===== src/hdl/cfs_pkg.sv =====
// ----------------------------------------------------------------------------
// cfs_pkg: shared types and constants for the camera follow smoother
// Widths, operation codes, sequencer states and unit request structs.
// ----------------------------------------------------------------------------
package cfs_pkg;

  localparam int FRAC_BITS  = 8;
  localparam int CAM_W      = 24;
  localparam int MAG_W      = 25;
  localparam int PROD_W     = 2 * MAG_W;
  localparam int REM_W      = MAG_W + 3;
  localparam int ITER_STEPS = MAG_W;
  localparam int CNT_W      = 5;
  localparam int BOUND_W    = 23;
  localparam int SCALE_W    = 16;
  localparam int CFG_IDX_W  = 3;
  localparam int CFG_DATA_W = 23;

  localparam logic [CAM_W-2:0] CAM_MAX = '1;

  // Division by 20 and by 100 of a value below 2^25: drop two bits, then
  // multiply by a rounded-up reciprocal and shift. Both are exact over the
  // 23-bit range that is left after the first shift.
  localparam int               DIV20_SHIFT  = 26;
  localparam int               DIV100_SHIFT = 28;
  localparam logic [MAG_W-1:0] RECIP_5      = 25'd13421773;
  localparam logic [MAG_W-1:0] RECIP_25     = 25'd10737419;

  typedef enum logic [1:0] {
    OP_TICK  = 2'd0,
    OP_SNAP  = 2'd1,
    OP_TRANS = 2'd2,
    OP_CLEAR = 2'd3
  } op_e;

  typedef enum logic [CFG_IDX_W-1:0] {
    REG_CLAMP_X = 3'd0,
    REG_CLAMP_Y = 3'd1,
    REG_BOUND_X = 3'd2,
    REG_BOUND_Y = 3'd3,
    REG_SCALE_X = 3'd4,
    REG_SCALE_Y = 3'd5,
    REG_HALF_X  = 3'd6,
    REG_HALF_Y  = 3'd7
  } cfg_idx_e;

  typedef enum logic {
    MODE_DIV  = 1'b0,
    MODE_SQRT = 1'b1
  } iter_mode_e;

  typedef enum logic [4:0] {
    ST_IDLE, ST_SQX, ST_SQY, ST_STS, ST_WS, ST_DIV20, ST_DIV100, ST_STEP,
    ST_MULX, ST_STX, ST_WX, ST_MULY, ST_STY, ST_WY, ST_ENDC,
    ST_CLX, ST_CLXC, ST_CLY, ST_CLYC, ST_OUT
  } state_e;

  typedef struct packed {
    logic              start;
    iter_mode_e        mode;
    logic [PROD_W-1:0] num;
    logic [MAG_W-1:0]  den;
  } iter_req_t;

  typedef struct packed {
    logic             en;
    logic [MAG_W-1:0] a;
    logic [MAG_W-1:0] b;
  } mul_req_t;

endpackage


===== src/hdl/cfs_if.sv =====
// ----------------------------------------------------------------------------
// cfs_if: channel interfaces of the camera follow smoother
// Input item, result item and configuration write channels.
// ----------------------------------------------------------------------------
interface cfs_in_if;
  logic                             valid;
  logic                             ready;
  logic [1:0]                       op;
  logic signed [cfs_pkg::CAM_W-1:0] target_x;
  logic signed [cfs_pkg::CAM_W-1:0] target_y;
  modport source (output valid, op, target_x, target_y, input ready);
  modport sink   (input valid, op, target_x, target_y, output ready);
endinterface

interface cfs_out_if;
  logic                             valid;
  logic                             ready;
  logic signed [cfs_pkg::CAM_W-1:0] camera_x;
  logic signed [cfs_pkg::CAM_W-1:0] camera_y;
  logic                             in_transition;
  modport source (output valid, camera_x, camera_y, in_transition, input ready);
  modport sink   (input valid, camera_x, camera_y, in_transition, output ready);
endinterface

interface cfs_cfg_if;
  logic                              valid;
  logic                              ready;
  logic [cfs_pkg::CFG_IDX_W-1:0]     index;
  logic [cfs_pkg::CFG_DATA_W-1:0]    data;
  modport source (output valid, index, data, input ready);
  modport sink   (input valid, index, data, output ready);
endinterface


===== src/hdl/cfs_mul.sv =====
// ----------------------------------------------------------------------------
// cfs_mul: shared unsigned multiplier
// One registered 25 by 25 bit product, loaded when requested.
// ----------------------------------------------------------------------------
module cfs_mul (
  input  logic                       clk_i,
  input  cfs_pkg::mul_req_t          req_i,
  output logic [cfs_pkg::PROD_W-1:0] p_o
);

  logic [cfs_pkg::PROD_W-1:0] p_q;

  always_ff @(posedge clk_i) begin
    if (req_i.en) begin
      p_q <= req_i.a * req_i.b;
    end
  end

  assign p_o = p_q;

endmodule


===== src/hdl/cfs_iter.sv =====
// ----------------------------------------------------------------------------
// cfs_iter: shared iterative square root and divide unit
// One quotient or root bit per cycle through a single subtractor.
// ----------------------------------------------------------------------------
module cfs_iter (
  input  logic                      clk_i,
  input  logic                      rst_ni,
  input  cfs_pkg::iter_req_t        req_i,
  output logic                      done_o,
  output logic [cfs_pkg::MAG_W-1:0] q_o
);

  localparam int MW = cfs_pkg::MAG_W;
  localparam int RW = cfs_pkg::REM_W;
  localparam int PW = cfs_pkg::PROD_W;

  logic                      busy_q, done_q;
  logic [cfs_pkg::CNT_W-1:0] cnt_q;
  cfs_pkg::iter_mode_e       mode_q;
  logic [MW-1:0]             den_q;
  logic [RW-1:0]             rem_q;
  logic [PW-1:0]             num_q;
  logic [MW-1:0]             q_q;

  logic [RW-1:0] rem_sh, trial;
  logic [RW:0]   diff;
  logic          ge;

  always_comb begin
    if (mode_q == cfs_pkg::MODE_SQRT) begin
      rem_sh = {rem_q[RW-3:0], num_q[PW-1:PW-2]};
      trial  = {1'b0, q_q, 2'b01};
    end else begin
      rem_sh = {rem_q[RW-2:0], num_q[PW-1]};
      trial  = {3'b000, den_q};
    end
    diff = {1'b0, rem_sh} - {1'b0, trial};
    ge   = ~diff[RW];
  end

  always_ff @(posedge clk_i or negedge rst_ni) begin
    if (!rst_ni) begin
      busy_q <= 1'b0;
      done_q <= 1'b0;
      cnt_q  <= '0;
    end else begin
      done_q <= 1'b0;
      if (req_i.start) begin
        busy_q <= 1'b1;
        cnt_q  <= '0;
      end else if (busy_q) begin
        cnt_q <= cnt_q + 1'b1;
        if (cnt_q == cfs_pkg::CNT_W'(cfs_pkg::ITER_STEPS - 1)) begin
          busy_q <= 1'b0;
          done_q <= 1'b1;
        end
      end
    end
  end

  always_ff @(posedge clk_i) begin
    if (req_i.start) begin
      mode_q <= req_i.mode;
      den_q  <= req_i.den;
      q_q    <= '0;
      if (req_i.mode == cfs_pkg::MODE_SQRT) begin
        rem_q <= '0;
        num_q <= req_i.num;
      end else begin
        // The quotient fits in MAG_W bits, so the upper half seeds the remainder.
        rem_q <= {3'b000, req_i.num[PW-1:MW]};
        num_q <= {req_i.num[MW-1:0], {MW{1'b0}}};
      end
    end else if (busy_q) begin
      rem_q <= ge ? diff[RW-1:0] : rem_sh;
      q_q   <= {q_q[MW-2:0], ge};
      num_q <= (mode_q == cfs_pkg::MODE_SQRT) ? {num_q[PW-3:0], 2'b00}
                                              : {num_q[PW-2:0], 1'b0};
    end
  end

  assign done_o = done_q;
  assign q_o    = q_q;

endmodule


===== src/hdl/camera_follow_smoother.sv =====
// ----------------------------------------------------------------------------
// camera_follow_smoother: smoothed 2D camera follow with bounds clamp
// A sequencer drives one shared multiplier and one iterative root/divide unit.
// ----------------------------------------------------------------------------
//  channel | direction | transaction carries
//  in_i    | sink      | op, target_x, target_y
//  out_o   | source    | camera_x, camera_y, in_transition
//  cfg_i   | sink      | register index, write data (always ready)
//
// A set-snap or clear item goes straight to the output state, a tick without
// a transition runs only the clamp states and a set-with-transition item runs
// one root. A moving tick runs one root and two quotients in the iterative
// unit (only the root when the target sits on the camera), while the divides
// by 20 and 100 are reciprocal products on the multiplier.
// Input ready is high only when the sequencer is idle, so the next item can
// be taken the cycle after the result is loaded. The result waits in an
// output register, and the sequencer holds in its final state while that
// register is still full and not being taken.
// Reset is asynchronous and active low and clears camera and follow state.
// ----------------------------------------------------------------------------
module camera_follow_smoother (
  input  logic   clk_i,
  input  logic   rst_ni,
  cfs_in_if.sink    in_i,
  cfs_out_if.source out_o,
  cfs_cfg_if.sink   cfg_i
);

  localparam int CW = cfs_pkg::CAM_W;
  localparam int MW = cfs_pkg::MAG_W;
  localparam int PW = cfs_pkg::PROD_W;

  cfs_pkg::state_e state_q, state_d;

  // Configuration registers.
  logic                         clamp_x_q, clamp_y_q;
  logic [cfs_pkg::BOUND_W-1:0]  bound_x_q, bound_y_q, half_x_q, half_y_q;
  logic [cfs_pkg::SCALE_W-1:0]  scale_x_q, scale_y_q;

  // Follow state.
  logic signed [CW-1:0] cam_x_q, cam_y_q;
  logic [MW-1:0]        start_q;
  logic                 moving_q, has_tgt_q;

  // Per item working registers.
  cfs_pkg::op_e         op_q;
  logic [MW-1:0]        ax_q, ay_q, cur_q, s1_q, step_q;
  logic                 xneg_q, yneg_q;
  logic [PW-1:0]        sum_q;

  // Result register.
  logic                 out_valid_q;
  logic signed [CW-1:0] out_x_q, out_y_q;
  logic                 out_tr_q;

  cfs_pkg::mul_req_t  mul_req;
  cfs_pkg::iter_req_t iter_req;
  logic [PW-1:0]      prod;
  logic               iter_done;
  logic [MW-1:0]      iter_q;

  cfs_mul u_mul (
    .clk_i (clk_i),
    .req_i (mul_req),
    .p_o   (prod)
  );

  cfs_iter u_iter (
    .clk_i  (clk_i),
    .rst_ni (rst_ni),
    .req_i  (iter_req),
    .done_o (iter_done),
    .q_o    (iter_q)
  );

  logic in_fire, out_fire, out_load;
  assign in_i.ready = (state_q == cfs_pkg::ST_IDLE);
  assign in_fire    = in_i.valid && in_i.ready;
  assign out_fire   = out_o.valid && out_o.ready;
  assign out_load   = (state_q == cfs_pkg::ST_OUT) && (!out_valid_q || out_o.ready);
  assign cfg_i.ready = 1'b1;

  // Gap between the incoming target and the current camera, before any move.
  logic signed [MW-1:0] dx_in, dy_in;
  assign dx_in = MW'(in_i.target_x) - MW'(cam_x_q);
  assign dy_in = MW'(in_i.target_y) - MW'(cam_y_q);

  // Reciprocal products give one twentieth of the current distance and one
  // hundredth of the start distance.
  logic [MW-1:0] s1, s2;
  assign s1 = MW'(prod[PW-1:cfs_pkg::DIV20_SHIFT]);
  assign s2 = MW'(prod[PW-1:cfs_pkg::DIV100_SHIFT]);

  // End of transition: both axis gaps under one hundredth of the start distance.
  logic [31:0] ax100, ay100;
  assign ax100 = {1'b0, ax_q, 6'b0} + {2'b0, ax_q, 5'b0} + {5'b0, ax_q, 2'b0};
  assign ay100 = {1'b0, ay_q, 6'b0} + {2'b0, ay_q, 5'b0} + {5'b0, ay_q, 2'b0};

  // Apply a signed move of magnitude mag and saturate to the camera range.
  function automatic logic signed [CW-1:0] apply_move(
    input logic signed [CW-1:0] cam, input logic neg, input logic [MW-1:0] mag);
    logic signed [CW+1:0] sum;
    logic signed [CW+1:0] mv;
    mv  = neg ? -$signed({1'b0, mag}) : $signed({1'b0, mag});
    sum = (CW+2)'(cam) + mv;
    if (sum > $signed((CW+2)'(cfs_pkg::CAM_MAX))) begin
      return {1'b0, cfs_pkg::CAM_MAX};
    end else if (sum < -$signed((CW+2)'(cfs_pkg::CAM_MAX)) - 1) begin
      return {1'b1, {(CW-1){1'b0}}};
    end
    return sum[CW-1:0];
  endfunction

  // Clamp one axis against the scaled level bound, inset by half the view.
  function automatic logic signed [CW-1:0] clamp_axis(
    input logic signed [CW-1:0] cam, input logic [PW-1:0] p,
    input logic [cfs_pkg::BOUND_W-1:0] half);
    logic [PW-cfs_pkg::FRAC_BITS-1:0] sbu;
    logic signed [CW+1:0] sb, c, hv;
    sbu = p[PW-1:cfs_pkg::FRAC_BITS];
    if (sbu > (PW-cfs_pkg::FRAC_BITS)'(cfs_pkg::CAM_MAX)) begin
      sb = (CW+2)'(cfs_pkg::CAM_MAX);
    end else begin
      sb = (CW+2)'(sbu);
    end
    hv = (CW+2)'(half);
    c  = (CW+2)'(cam);
    if (c < hv) begin
      c = hv;
    end
    if (c + hv > sb) begin
      c = sb - hv;
    end
    return c[CW-1:0];
  endfunction

  // Next state.
  always_comb begin
    state_d = state_q;
    unique case (state_q)
      cfs_pkg::ST_IDLE: begin
        if (in_fire) begin
          unique case (cfs_pkg::op_e'(in_i.op))
            cfs_pkg::OP_SNAP, cfs_pkg::OP_CLEAR: state_d = cfs_pkg::ST_OUT;
            cfs_pkg::OP_TRANS: state_d = cfs_pkg::ST_SQX;
            cfs_pkg::OP_TICK:  state_d = moving_q ? cfs_pkg::ST_SQX : cfs_pkg::ST_CLX;
          endcase
        end
      end
      cfs_pkg::ST_SQX:   state_d = cfs_pkg::ST_SQY;
      cfs_pkg::ST_SQY:   state_d = cfs_pkg::ST_STS;
      cfs_pkg::ST_STS:   state_d = cfs_pkg::ST_WS;
      cfs_pkg::ST_WS: begin
        if (iter_done) begin
          state_d = (op_q == cfs_pkg::OP_TRANS) ? cfs_pkg::ST_OUT : cfs_pkg::ST_DIV20;
        end
      end
      cfs_pkg::ST_DIV20:  state_d = cfs_pkg::ST_DIV100;
      cfs_pkg::ST_DIV100: state_d = cfs_pkg::ST_STEP;
      cfs_pkg::ST_STEP: begin
        state_d = (cur_q == '0) ? cfs_pkg::ST_ENDC : cfs_pkg::ST_MULX;
      end
      cfs_pkg::ST_MULX:  state_d = cfs_pkg::ST_STX;
      cfs_pkg::ST_STX:   state_d = cfs_pkg::ST_WX;
      cfs_pkg::ST_WX:    if (iter_done) state_d = cfs_pkg::ST_MULY;
      cfs_pkg::ST_MULY:  state_d = cfs_pkg::ST_STY;
      cfs_pkg::ST_STY:   state_d = cfs_pkg::ST_WY;
      cfs_pkg::ST_WY:    if (iter_done) state_d = cfs_pkg::ST_ENDC;
      cfs_pkg::ST_ENDC:  state_d = cfs_pkg::ST_CLX;
      cfs_pkg::ST_CLX:   state_d = cfs_pkg::ST_CLXC;
      cfs_pkg::ST_CLXC:  state_d = cfs_pkg::ST_CLY;
      cfs_pkg::ST_CLY:   state_d = cfs_pkg::ST_CLYC;
      cfs_pkg::ST_CLYC:  state_d = cfs_pkg::ST_OUT;
      cfs_pkg::ST_OUT:   if (out_load) state_d = cfs_pkg::ST_IDLE;
      default:           state_d = cfs_pkg::ST_IDLE;
    endcase
  end

  // Requests to the shared units.
  always_comb begin
    mul_req       = '0;
    iter_req      = '0;
    iter_req.mode = cfs_pkg::MODE_DIV;
    unique case (state_q)
      cfs_pkg::ST_SQX: begin
        mul_req = '{en: 1'b1, a: ax_q, b: ax_q};
      end
      cfs_pkg::ST_SQY: begin
        mul_req = '{en: 1'b1, a: ay_q, b: ay_q};
      end
      cfs_pkg::ST_STS: begin
        iter_req.start = 1'b1;
        iter_req.mode  = cfs_pkg::MODE_SQRT;
        iter_req.num   = sum_q + prod;
      end
      cfs_pkg::ST_DIV20: begin
        mul_req = '{en: 1'b1, a: MW'(cur_q[MW-1:2]), b: cfs_pkg::RECIP_5};
      end
      cfs_pkg::ST_DIV100: begin
        mul_req = '{en: 1'b1, a: MW'(start_q[MW-1:2]), b: cfs_pkg::RECIP_25};
      end
      cfs_pkg::ST_MULX: begin
        mul_req = '{en: 1'b1, a: step_q, b: ax_q};
      end
      cfs_pkg::ST_MULY: begin
        mul_req = '{en: 1'b1, a: step_q, b: ay_q};
      end
      cfs_pkg::ST_STX, cfs_pkg::ST_STY: begin
        iter_req.start = 1'b1;
        iter_req.num   = prod;
        iter_req.den   = cur_q;
      end
      cfs_pkg::ST_CLX: begin
        mul_req = '{en: 1'b1, a: MW'(bound_x_q), b: MW'(scale_x_q)};
      end
      cfs_pkg::ST_CLY: begin
        mul_req = '{en: 1'b1, a: MW'(bound_y_q), b: MW'(scale_y_q)};
      end
      default: begin
      end
    endcase
  end

  always_ff @(posedge clk_i or negedge rst_ni) begin
    if (!rst_ni) begin
      state_q     <= cfs_pkg::ST_IDLE;
      clamp_x_q   <= 1'b0;
      clamp_y_q   <= 1'b0;
      bound_x_q   <= '0;
      bound_y_q   <= '0;
      scale_x_q   <= cfs_pkg::SCALE_W'(256);
      scale_y_q   <= cfs_pkg::SCALE_W'(256);
      half_x_q    <= '0;
      half_y_q    <= '0;
      cam_x_q     <= '0;
      cam_y_q     <= '0;
      start_q     <= '0;
      moving_q    <= 1'b0;
      has_tgt_q   <= 1'b0;
      out_valid_q <= 1'b0;
    end else begin
      state_q <= state_d;

      if (cfg_i.valid && cfg_i.ready) begin
        unique case (cfs_pkg::cfg_idx_e'(cfg_i.index))
          cfs_pkg::REG_CLAMP_X: clamp_x_q <= cfg_i.data[0];
          cfs_pkg::REG_CLAMP_Y: clamp_y_q <= cfg_i.data[0];
          cfs_pkg::REG_BOUND_X: bound_x_q <= cfg_i.data;
          cfs_pkg::REG_BOUND_Y: bound_y_q <= cfg_i.data;
          cfs_pkg::REG_SCALE_X: scale_x_q <= cfg_i.data[cfs_pkg::SCALE_W-1:0];
          cfs_pkg::REG_SCALE_Y: scale_y_q <= cfg_i.data[cfs_pkg::SCALE_W-1:0];
          cfs_pkg::REG_HALF_X:  half_x_q  <= cfg_i.data;
          cfs_pkg::REG_HALF_Y:  half_y_q  <= cfg_i.data;
        endcase
      end

      unique case (state_q)
        cfs_pkg::ST_IDLE: begin
          if (in_fire) begin
            unique case (cfs_pkg::op_e'(in_i.op))
              cfs_pkg::OP_SNAP: begin
                has_tgt_q <= 1'b1;
                moving_q  <= 1'b0;
              end
              cfs_pkg::OP_CLEAR: begin
                has_tgt_q <= 1'b0;
                moving_q  <= 1'b0;
              end
              cfs_pkg::OP_TRANS: begin
                has_tgt_q <= 1'b1;
              end
              cfs_pkg::OP_TICK: begin
                // Without a transition, and with a target set, the camera jumps straight to the target.
                if (!moving_q && has_tgt_q) begin
                  cam_x_q <= in_i.target_x;
                  cam_y_q <= in_i.target_y;
                end
              end
            endcase
          end
        end
        cfs_pkg::ST_WS: begin
          if (iter_done && op_q == cfs_pkg::OP_TRANS) begin
            start_q  <= iter_q;
            moving_q <= (iter_q != '0);
          end
        end
        cfs_pkg::ST_WX: begin
          if (iter_done) cam_x_q <= apply_move(cam_x_q, xneg_q, iter_q);
        end
        cfs_pkg::ST_WY: begin
          if (iter_done) cam_y_q <= apply_move(cam_y_q, yneg_q, iter_q);
        end
        cfs_pkg::ST_ENDC: begin
          if (ax100 < 32'(start_q) && ay100 < 32'(start_q)) begin
            moving_q <= 1'b0;
          end
        end
        cfs_pkg::ST_CLXC: begin
          if (clamp_x_q) cam_x_q <= clamp_axis(cam_x_q, prod, half_x_q);
        end
        cfs_pkg::ST_CLYC: begin
          if (clamp_y_q) cam_y_q <= clamp_axis(cam_y_q, prod, half_y_q);
        end
        default: begin
        end
      endcase

      if (out_load) begin
        out_valid_q <= 1'b1;
      end else if (out_fire) begin
        out_valid_q <= 1'b0;
      end
    end
  end

  // Working registers and result payload; no reset needed.
  always_ff @(posedge clk_i) begin
    if (in_fire) begin
      op_q   <= cfs_pkg::op_e'(in_i.op);
      ax_q   <= dx_in[MW-1] ? -dx_in : dx_in;
      ay_q   <= dy_in[MW-1] ? -dy_in : dy_in;
      xneg_q <= dx_in[MW-1];
      yneg_q <= dy_in[MW-1];
    end
    if (state_q == cfs_pkg::ST_SQY) begin
      sum_q <= prod;
    end
    if (state_q == cfs_pkg::ST_WS && iter_done) begin
      cur_q <= iter_q;
    end
    if (state_q == cfs_pkg::ST_DIV100) begin
      s1_q <= s1;
    end
    if (state_q == cfs_pkg::ST_STEP) begin
      step_q <= (s1_q > s2) ? s1_q : s2;
    end
    if (out_load) begin
      out_x_q  <= cam_x_q;
      out_y_q  <= cam_y_q;
      out_tr_q <= moving_q;
    end
  end

  assign out_o.valid         = out_valid_q;
  assign out_o.camera_x      = out_x_q;
  assign out_o.camera_y      = out_y_q;
  assign out_o.in_transition = out_tr_q;

endmodule

===== src/flat_wrapper.sv =====
// flat-port wrapper written by rule: the top's interface ports become plain ports
module camera_follow_smoother_flat 
  (clk_i, rst_ni, in_i_valid, in_i_op, in_i_target_x, in_i_target_y, in_i_ready, out_o_valid, out_o_camera_x, out_o_camera_y, out_o_in_transition, out_o_ready, cfg_i_valid, cfg_i_index, cfg_i_data, cfg_i_ready);
  cfs_in_if in_i_i ();
  cfs_out_if out_o_i ();
  cfs_cfg_if cfg_i_i ();
  input  logic clk_i;
  input  logic rst_ni;
  input wire logic [$bits(in_i_i.valid)-1:0] in_i_valid;
  input wire logic [$bits(in_i_i.op)-1:0] in_i_op;
  input wire logic [$bits(in_i_i.target_x)-1:0] in_i_target_x;
  input wire logic [$bits(in_i_i.target_y)-1:0] in_i_target_y;
  output wire logic [$bits(in_i_i.ready)-1:0] in_i_ready;
  output wire logic [$bits(out_o_i.valid)-1:0] out_o_valid;
  output wire logic [$bits(out_o_i.camera_x)-1:0] out_o_camera_x;
  output wire logic [$bits(out_o_i.camera_y)-1:0] out_o_camera_y;
  output wire logic [$bits(out_o_i.in_transition)-1:0] out_o_in_transition;
  input wire logic [$bits(out_o_i.ready)-1:0] out_o_ready;
  input wire logic [$bits(cfg_i_i.valid)-1:0] cfg_i_valid;
  input wire logic [$bits(cfg_i_i.index)-1:0] cfg_i_index;
  input wire logic [$bits(cfg_i_i.data)-1:0] cfg_i_data;
  output wire logic [$bits(cfg_i_i.ready)-1:0] cfg_i_ready;
  assign in_i_i.valid = in_i_valid;
  assign in_i_i.op = in_i_op;
  assign in_i_i.target_x = in_i_target_x;
  assign in_i_i.target_y = in_i_target_y;
  assign in_i_ready = in_i_i.ready;
  assign out_o_valid = out_o_i.valid;
  assign out_o_camera_x = out_o_i.camera_x;
  assign out_o_camera_y = out_o_i.camera_y;
  assign out_o_in_transition = out_o_i.in_transition;
  assign out_o_i.ready = out_o_ready;
  assign cfg_i_i.valid = cfg_i_valid;
  assign cfg_i_i.index = cfg_i_index;
  assign cfg_i_i.data = cfg_i_data;
  assign cfg_i_ready = cfg_i_i.ready;
  camera_follow_smoother u_core (.clk_i(clk_i), .rst_ni(rst_ni), .in_i(in_i_i), .out_o(out_o_i), .cfg_i(cfg_i_i));
endmodule

===== config.mk =====
export PLATFORM = sky130hd
export DESIGN_NAME = camera_follow_smoother_flat
export DESIGN_NICKNAME = d
export VERILOG_FILES = /design/src/hdl/cfs_pkg.sv /design/src/hdl/cfs_if.sv /design/src/hdl/cfs_mul.sv /design/src/hdl/cfs_iter.sv /design/src/hdl/camera_follow_smoother.sv /design/src/flat_wrapper.sv
export SDC_FILE = /design/constraint.sdc
export NUM_CORES = 2
export LEC_CHECK = 0
export BUFFER_PORTS_ARGS = -buffer_cell sky130_fd_sc_hd__buf_2
export CORE_MARGIN = 4
export CORE_UTILIZATION = 40
export CTS_CLUSTER_SIZE = 20
export DETAILED_ROUTE_END_ITERATION = 6
export PLACE_DENSITY = 0.51
export SLEW_MARGIN = 20
export SYNTH_ARGS = -nofsm -noshare
export SYNTH_HDL_FRONTEND = slang
export SYNTH_SLANG_ARGS = --single-unit

===== constraint.sdc =====
create_clock -name clk_i -period 12.91 [get_ports clk_i]
set_clock_uncertainty 0.1 [all_clocks]
set_input_delay 2.582 -clock clk_i [delete_from_list [all_inputs] [get_ports clk_i]]
set_output_delay 2.582 -clock clk_i [all_outputs]
set_load 0.05 [all_outputs]

==> results.ini <==
[setup_path]
critical_path.most_common_cell = sky130_fd_sc_hd__fa_1
path_buf_inv = 3
crit_path_max_fanout = 28
worst_path_largest_cell_delay_ns = 0.87
cp_data_required_time_ns = 13.19
timing.critical_path.max_delay_family = compound AO/OA/AOI/OAI gates
reg2reg_from = u_core.state_q[2]
timing_worst_setup_path_type = reg -> reg
worstSetupStartpoint = u_core.state_q[2]
start_kind = flop
worst_ep_arrival_time_ns = 11.68
endpoint_kind = flop
slowest_stage = sky130_fd_sc_hd__nand3_1

[power]
ir_drop_v = 0.0000786
power.static_leakage_nw = 33.0
p_int_w = 0.00415
share_seq_of_total_power = 0.377
switching_power_w = 0.00189
power_w = 0.00604
power_frac_clock = 0.397
combinational_cell_fraction_of_total_power = 0.226
power_density_mw_per_mm2 = 80.1
power_switching_share = 0.313

[global_route]
grt_start_max_net_pins = 101
grt_remaining_overflow = 0
grt_antenna_before_repair = 31
grt_pass1_wl_um = 394000
via_count_of_the_first_global_routing_pass = 55853
grt_util_all_layers = 0.298

[die]
number_of_i_o_pins = 133
die_area_mm2 = 0.179
dieHeight_um = 423
die_x_um = 423
initial_core_util = 0.402
row_count = 152
core-area_mm2 = 0.172

[placed_design]
detailed_place_hpwl_um = 215000
place_area_mm2 = 0.0726
io_buffer_count = 131
gp_congestion = 0.973

[yosys]
syn_std_cell_area_mm2 = 0.0690
ys_top_cells_by_count = 928 x sky130_fd_sc_hd__inv_1, 815 x sky130_fd_sc_hd__nand2_1, 686 x sky130_fd_sc_hd__ha_1, 580 x sky130_fd_sc_hd__fa_1, 524 x sky130_fd_sc_hd__nor2_1
library_cell_with_the_highest_instance_count_after_synthesis = sky130_fd_sc_hd__inv_1
synth_simple_gate_area_share = 0.131
post_synth_num_cell_types = 98
yosys_most_used_dff = sky130_fd_sc_hd__edfxtp_1
largest_family_of_logic_cells_by_synthesized_area = adder cells
synth_area_leaders = sky130_fd_sc_hd__fa_1 17%, sky130_fd_sc_hd__edfxtp_1 16%, sky130_fd_sc_hd__ha_1 12%
complex_gate_fraction_of_the_synthesized_area = 0.156
adder_and_majority_cell_fraction_of_the_synthesized_area = 0.293
post_synth_mux_area_share = 0.0503
yosysWarningCount = 0
ys_seq_area_frac = 0.250
number_of_enable_type_register_cells_in_the_synthesized_netlist = 379
ys_seq_elements = 618
syn-instance-count = 7517
ys_async_sr_fraction = 0.346
synth_largest_type_area_fraction = 0.168
synth.largest_area_cell = sky130_fd_sc_hd__fa_1
synth-xor-area-share = 0.0511
avgSynthCellArea_um2 = 9.18

[timing]
slew_violations = 0
clock.fmax_ghz = 0.0877
rsz_0062_raised_after_global_routing = no
fin_tns_setup_ns = 0
min_period_ns = 11.41
timing.final.setup_violations = 0
max_slew_headroom = 0.227
min_period_over_period = 0.883
tightest_slew_ns = 1.16
final_hold_viol_count = 0

[routing]
drt-initial-drc-count = 6134
routed_wl_um = 271000
vias_per_cell = 5.84
drt.antenna.violating_nets = 0
post_drt_wl_per_cell_um = 27.3
routed-via-count = 58028
first_pass_iters = 6
route.detailed.drc = 0

[clock_network]
cts_tree = done
cts-resized-gates = 0
deepest_level_of_the_cts_h_tree = 3
cts_inserted_buffers = 75
cts_max_path_buffers = 3
insertion_delay_ns = 0.70
number_of_hold_buffers_added_after_cts = 0
clock-root-buffer = sky130_fd_sc_hd__clkbuf_16
cts_post_setup_buffers_inserted = 0
worst_setup_hold_path_clk_slew_ns = 0.06
cts.sinks = 618

[worst_hold_path]
hold_path.class = reg -> reg
hold_path_startpoint = u_core.scale_x_q[7]

[layout]
nNetsFinal = 8902
syn2layout_area_growth_pct = 9.30
finalInstanceArea_mm2 = 0.0754
post_route_cells_drive_above_1_share = 0.0890

[outcome]
run_status = finished clean

[run]
max-cap-violations = 0

## layout make-up
cell class / instances / area (µm²)
fillers: 16879 / 96100
multi-input cells: 5662 / 47300
flip-flops and latches: 618 / 17200
inverters: 930 / 3490
well taps: 2310 / 2890
clock buffers: 99 / 2110
repair buffers: 268 / 1700
clock inverters: 40 / 673
diodes: 7 / 17.5
## power by group through the flow
stage | logic, W | registers, W | clock network [W]
after floorplan | 0.000967 | 0.00226 | 0
after global placement | 0.00131 | 0.00230 | 0
after detailed placement | 0.00132 | 0.00231 | 0
after CTS | 0.00133 | 0.00227 | 0.00244
after global routing | 0.00150 | 0.00228 | 0.00251
final | 0.00137 | 0.00227 | 0.00240
## flip-flops by register name, indices dropped and copies added, names as in the netlist, 23 cells and up
| signal | count |
|---|---|
| u_core.u_iter.q_o | 25 |
| u_core.cam_y_q | 24 |
| u_core.ax_q | 25 |
| u_core.s1_q | 24 |
| u_core.bound_y_q | 23 |
| u_core.step_q | 24 |
| u_core.out_o.camera_y | 24 |
| u_core.half_x_q | 23 |
| u_core.start_q | 25 |
| u_core.u_iter.rem_q | 27 |
| u_core.ay_q | 25 |
| u_core.u_iter.den_q | 25 |
| u_core.sum_q | 50 |
| u_core.cam_x_q | 24 |
| u_core.half_y_q | 23 |
| u_core.u_iter.num_q | 50 |
| u_core.u_mul.p_o | 50 |
| u_core.bound_x_q | 23 |
| u_core.out_o.camera_x | 24 |
| u_core.cur_q | 25 |
## worst register-to-register path: cells and delay by family (launching register included)
family          cells  cell delay, ns
flops               1            0.85
simple gates        5            1.97
fa+ha+maj           8            3.50
compound gates     11            3.74
xor+xnor            1            0.16
buf+inv             3            0.82
## metrics by stage
step	setup WS (ns)	util	hold WS (ns)	cells
2_1_floorplan	2.23	-	0.303	7523
3_3_place_gp	1.86	0.423	0.388	9788
3_5_place_dp	1.50	0.423	0.389	9788
4_1_cts	1.43	0.439	0.408	9927
5_1_grt	0.944	0.439	0.415	9928
6_report	1.50	0.440	0.407	9934
## per-layer routing
| layer | share of wire | routed length [µm] | track usage | vias to the layer above |
|---|---|---|---|---|
| met5 | 0.00025 | 68 | 0 | - |
| met4 | 0.041 | 11200 | 0.106 | 8 |
| met3 | 0.091 | 24600 | 0.0615 | 432 |
| met2 | 0.40 | 110000 | 0.420 | 2502 |
| met1 | 0.46 | 126000 | 0.449 | 29082 |
| li1 | - | - | - | 26004 |
## logic make-up after synthesis
logic type | Yosys count
flip-flops | 618
AND/OR/NAND/NOR | 2002
AO/OA/AOI/OAI | 1666
buffers and inverters | 1243
adder cells (fa/ha/maj) | 1266
other | 1
XOR/XNOR | 401
multiplexers | 320
## final timing paths
check	to	slack, ns	cells after the start
worst min register to register	u_core.scale_x_q[7]	0.41	1
worst min-delay path	u_core.scale_x_q[7]	0.41	1
worst max-delay path	u_core.u_mul.p_o[48]	1.50	28
worst max register to register	u_core.u_mul.p_o[48]	1.50	28
min in group asynchronous	u_core.half_x_q[20]	1.82	1
max in group asynchronous	u_core.scale_y_q[3]	8.60	3
## placed cells by master, fill, tap and decap left out, drive strengths merged, types with 131 or more instances in the layout
cell    instances
edfxtp        379
xnor2         270
mux2          201
a21o          184
nand2         815
nor2          524
inv           932
a21oi         414
fa            580
o21ai         384
xor2          131
dfrtp         212
buf           268
ha            686
No activity file was read; power rests on OpenSTA's default activity.
